[config.mk]
export PLATFORM = sky130hd
export DESIGN_NAME = pfh_tri
export DESIGN_NICKNAME = d
export VERILOG_FILES = /design/src/design/polygon_fan_hit_test_with_bounds_assert.svh /design/src/design/pfh_tri.sv
export SDC_FILE = /design/constraint.sdc
export NUM_CORES = 1
export LEC_CHECK = 0
export BUFFER_PORTS_ARGS = -buffer_cell sky130_fd_sc_hd__buf_2
export CAP_MARGIN = 10
export CORE_AREA = 2 2 98 100
export DETAILED_ROUTE_END_ITERATION = 8
export DIE_AREA = 0 0 100 102
export PLACE_DENSITY = 0.78
export SYNTH_ARGS = -nofsm -noshare
export SYNTH_HDL_FRONTEND = slang
export SYNTH_SLANG_ARGS = --single-unit
[constraint.sdc]
create_clock -name vclk -period 12.45
set_input_delay 1.245 -clock vclk [all_inputs]
set_output_delay 1.245 -clock vclk [all_outputs]
set_load 0.02 [all_outputs]
[src/design/polygon_fan_hit_test_with_bounds_assert.svh]
// Assertion macros used by the fan hit test top level.
`ifndef POLYGON_FAN_HIT_TEST_WITH_BOUNDS_ASSERT_SVH
`define POLYGON_FAN_HIT_TEST_WITH_BOUNDS_ASSERT_SVH
`define PFH_ASSERT_IMP(label, a, c) \
	label: assert property (@(posedge clk) disable iff (!arst_n) (a) |-> (c)) \
		else $error("pfh check failed");
`define PFH_ASSERT_NEXT(label, a, c) \
	label: assert property (@(posedge clk) disable iff (!arst_n) (a) |=> (c)) \
		else $error("pfh check failed");
`endif

[src/design/pfh_tri.sv]
// Triangle test unit: sign-aware barycentric test from registered cross products.
module pfh_tri (
	input logic signed [34:0] d,
	input logic signed [34:0] u,
	input logic signed [34:0] v,
	output logic hit
);
	logic signed [35:0] dd, uu, vv, sum;
	always_comb begin
		dd = d[34] ? -36'(d) : 36'(d);
		uu = d[34] ? -36'(u) : 36'(u);
		vv = d[34] ? -36'(v) : 36'(v);
		sum = uu + vv;
		hit = (d != '0) && !uu[35] && !vv[35] && (sum < dd);
	end
endmodule

Word level (Yosys, flattened, before mapping)
Cells that the tools add are included.

Bits in registers: 0. Input bits: 105. Output and inout bits: 1. Word-level logic and storage cells: 14.

$add $sub $neg: 4. Magnitude comparators: 1. Multiplexer cells: 3. Reduce and logical (&&, ||, !) cells: 6.

Operator list (number): two-way mux 36 bit (3); negation 35 -> 36 bit (3); adder 36 bit (1); < comparator 36 bit (1); nonzero test 35 bit (1); logical AND 1 bit (3); logical NOT 1 bit (2).

Logic depth before layout (Yosys ltp)
Depth after elaboration: 6. Gate-level depth with buffers: 26. Gate-level depth less buffers: 26.

Worst setup path before layout
No wires, ideal clock.

Path type: in2out. From: input port v[9]. To: output port hit. Arrival time: 5.987 ns. Required time: 11.205 ns. Path slack: 5.218 ns. Cell stages on the path: 24. Path buffers: 1. Cell sequence: or4_1 > or4_4 > nand2b_1 > o21ai_0 > xnor2_1 > ha_1 > clkbuf_1 > a21o_1 > a21oi_1 > nor2_1 > a211o_1 > a31oi_1 > o21ai_0 > a21boi_0 > xnor2_1 > ha_1 > a21o_1 > a21o_1 > a21oi_1 > o21ai_0 > a21oi_1 > o21ai_0 > xnor2_1 > nor3_1.

Cells in the longest elaborated chain, start to end: 5. Elaborated cells on any way between the ends: 7. Those cells by class: add/sub (2); order compare (1); mux (1); reduce/logical (3).

Ends and longest elaborated chain: from (decl) (RTL line pfh_tri.sv:5) `input logic signed [34:0] v,`; negation 35 -> 36 bit (RTL line pfh_tri.sv:12) `vv = d[34] ? -36'(v) : 36'(v);`; two-way mux 36 bit * (RTL line pfh_tri.sv:12); adder 36 bit / logical NOT 1 bit (equally long branches) (RTL line pfh_tri.sv:13, pfh_tri.sv:14); < comparator 36 bit / logical AND 1 bit (equally long branches) (RTL line pfh_tri.sv:14) `hit = (d != '0) && !uu[35] && !vv[35] && (sum < dd);`; logical AND 1 bit * (RTL line pfh_tri.sv:14); to (decl) (RTL line pfh_tri.sv:6) `output logic hit`.

Mark *: on every way between the ends. The rest lies on a longest branch, timed or not.

Final worst setup path
From: input port d[34]. To: output port hit.

Cells in the longest elaborated chain, start to end: 5. Elaborated cells on any way between the ends: 12. Those cells by class: add/sub (2); order compare (1); mux (3); reduce/logical (6).

Ends and longest elaborated chain: from (decl) (RTL line pfh_tri.sv:3) `input logic signed [34:0] d,`; branches (longest 4 deep; another with adder 36 bit); logical AND 1 bit * (RTL line pfh_tri.sv:14).

Every way passes the cells marked *.

==> flow_metrics.env <==
export IMPL_areaGrowthSynthToFinish_pct=12.5
export IMPL_placement_cell_area_mm2=0.00546
export IMPL_worst_slack_at_placement_ns=4.57
export IMPL_final_hold_violation_count=0
export IMPL_post_synth_instance_area_mm2=0.00486
export IMPL_worstPathRequired_ns=11.20
export IMPL_grt_pass1_vias=5173
export IMPL_routed_via_density=6.21
export IMPL_whs_ns=3.01
export IMPL_worst_path_max_delay_cell="buf_4"
export IMPL_criticalPathCategory="input port to primary output"
export IMPL_finalSetupTns_ns=0
export IMPL_final_net_count=934
export IMPL_dieWidth_um=100
export IMPL_drt_antenna_violating_nets=0
export IMPL_hold_class="input port to primary output"
export IMPL_finalPower_uw=441
export IMPL_number_of_instances_in_the_placed_design=864
export IMPL_drt_first_pass_iters=5
export IMPL_antenna_found_initial=0
export IMPL_leakage_nw=2.39
export IMPL_critical_path_peak_fanout=104
export IMPL_rsz0062_at_grt="false"
export IMPL_max_cap_violations=0
export IMPL_fraction_of_post_synthesis_cell_area_in_the_top_cell_type_by_area_pct=18.8
export IMPL_instances_no_fill=864
export IMPL_drive_above_1_share_pct=17.4
export IMPL_final_area_mm2=0.00546
export IMPL_cp_start_kind="input port"
export IMPL_hold_buffers=0
export IMPL_postRouteWirelength_mm=13.7
export IMPL_critical_path_max_stage_delay_ns=0.74
export IMPL_start_util_pct=53.3
export IMPL_globalRoute_totalOverflow=0
export IMPL_pin_count=106
export IMPL_layout_filler_cells=903
export IMPL_critical_path_top_cell_by_count="nor3_1"
export IMPL_routed_via_count=5363
export IMPL_drt_first_iter_violations=218
export IMPL_synth_seq_area_share_pct=0
export IMPL_pin_slew_with_the_least_headroom_to_its_limit_ns=0.982
export IMPL_num_clock_buffers=0
export IMPL_power_per_cell_area_mw_per_mm2=80.7
export IMPL_grt_max_degree=105
export IMPL_ff_latch_area_um2=0
export IMPL_area_of_the_multi_input_gates_mm2=0.00472
export IMPL_final_common_cell="buf_2"
export IMPL_final_setup_violation_count=0
export IMPL_dieArea_mm2=0.0102
export IMPL_synthesis_instances=665
export IMPL_final_cell_mix="buf_2 (106), xnor2_1 (89), ha_1 (73), nand2_1 (60), o21ai_0 (52)"
export IMPL_total_global_routing_track_utilization_pct=26.4
export IMPL_critical_path_n_buffers_inverters=4
export IMPL_fin_util_pct=60.0
export IMPL_cts_setup_buffers=0
export IMPL_synthesis_yosys_warnings=0
export IMPL_cp_cell_sequence="buf_2, buf_4, inv_1, a31oi_1, xor2_1, ha_1, o21a_1, nand2_1, nor3_1, a2111oi_1, nor3_1, a311oi_1, a31oi_1, xor2_1, ha_1, a21o_1, a21o_1, a21oi_1, o21ai_0, a21oi_1, o21ai_0, xnor2_1, nor3_1, buf_2"
export IMPL_antenna_cells_inserted=0
export IMPL_timing_critical_path_to_type="primary output"
export IMPL_fp_row_count=35
export IMPL_layout_min_cycle_time_ns=7.91
export IMPL_synth_net_count=844
export IMPL_seq_cell_count=0
export IMPL_cp_data_arrival_time_ns=6.66
export IMPL_slew_viol_final=0
export IMPL_numPortBuffers=106
export IMPL_place_congestion=0.922
export IMPL_synth_distinct_cells=60
export IMPL_syn_mean_instance_area_um2=7.31
export IMPL_die_height_um=102
export IMPL_cts_resized=0
export IMPL_core_area_mm2=0.00911
export IMPL_grt_first_pass_wirelength_mm=22.9
export IMPL_hpwl_mm=11.6
export IMPL_clock_fmax_ghz=0.126
export IMPL_timing_slew_headroom_pct=34.5
export IMPL_netlist_top_cell_by_area="ha_1"
export IMPL_run_status="complete, no violations"
export IMPL_peakVddDrop_v=0.0000451
export IMPL_post_route_worst_setup_slack_ns=4.54
export IMPL_post_route_drc_count=0
export IMPL_finalCritPeriodShare_pct=63.5
export IMPL_drt_wirelength_per_cell_um=15.9
export IMPL_critPathTopFamily="compound AO/OA/AOI/OAI gates"
export IMPL_ys_top_cells_by_area="ha_1 (19%), xnor2_1 (16%), xor2_1 (8.1%)"
-- report_power, final --
part / internal [mW] / switching (mW) / total [mW] / leakage (nW)
clock: 0 / 0 / 0 / 0
combinational: 0.193 / 0.248 / 0.441 / 2.39
sequential: 0 / 0 / 0 / 0
total: 0.193 / 0.248 / 0.441 / 2.39
-- cell usage after synthesis, types with 10 or more instances --
master / n
xnor2_1: 89
nor2_1: 26
clkbuf_1: 14
o31ai_1: 27
a31oi_1: 10
a21o_1: 32
o41ai_1: 12
nor3_1: 14
a21oi_1: 46
ha_1: 73
nand2_1: 60
nand3_1: 12
inv_1: 17
xor2_1: 45
o21ai_0: 52
nand4_1: 13
-- metal layers --
metal  wire length, um  part of all wire (%)  track usage (%)
met1              5700                    42             30.3
met2              7130                    52             52.8
met3               549                   4.0             1.71
met4               331                   2.4             6.74
met5                 0                     0                0
-- path summary, 6_finish.rpt --
| check | start | endpoint | slack [ns] | cells after the start |
|---|---|---|---|---|
| max | d[34] | hit | 4.54 | 24 |
| min | u[34] | hit | 3.01 | 5 |
-- logic make-up after synthesis --
family	after synthesis	share of synthesized area, %
other cells	1	0.0772
simple gates	196	22.4
buf+inv	36	2.78
mux	1	0.206
xor+xnor	134	24.2
fa+ha+maj	74	19.2
compound gates	223	31.2
-- final cells by class --
cell class         instances  share of cell area (%)
well taps                111                    2.54
inverters                 17                    1.17
repair buffers           107                    9.85
multi-input cells        629                    86.4
Power figures use the tool's default switching activity.
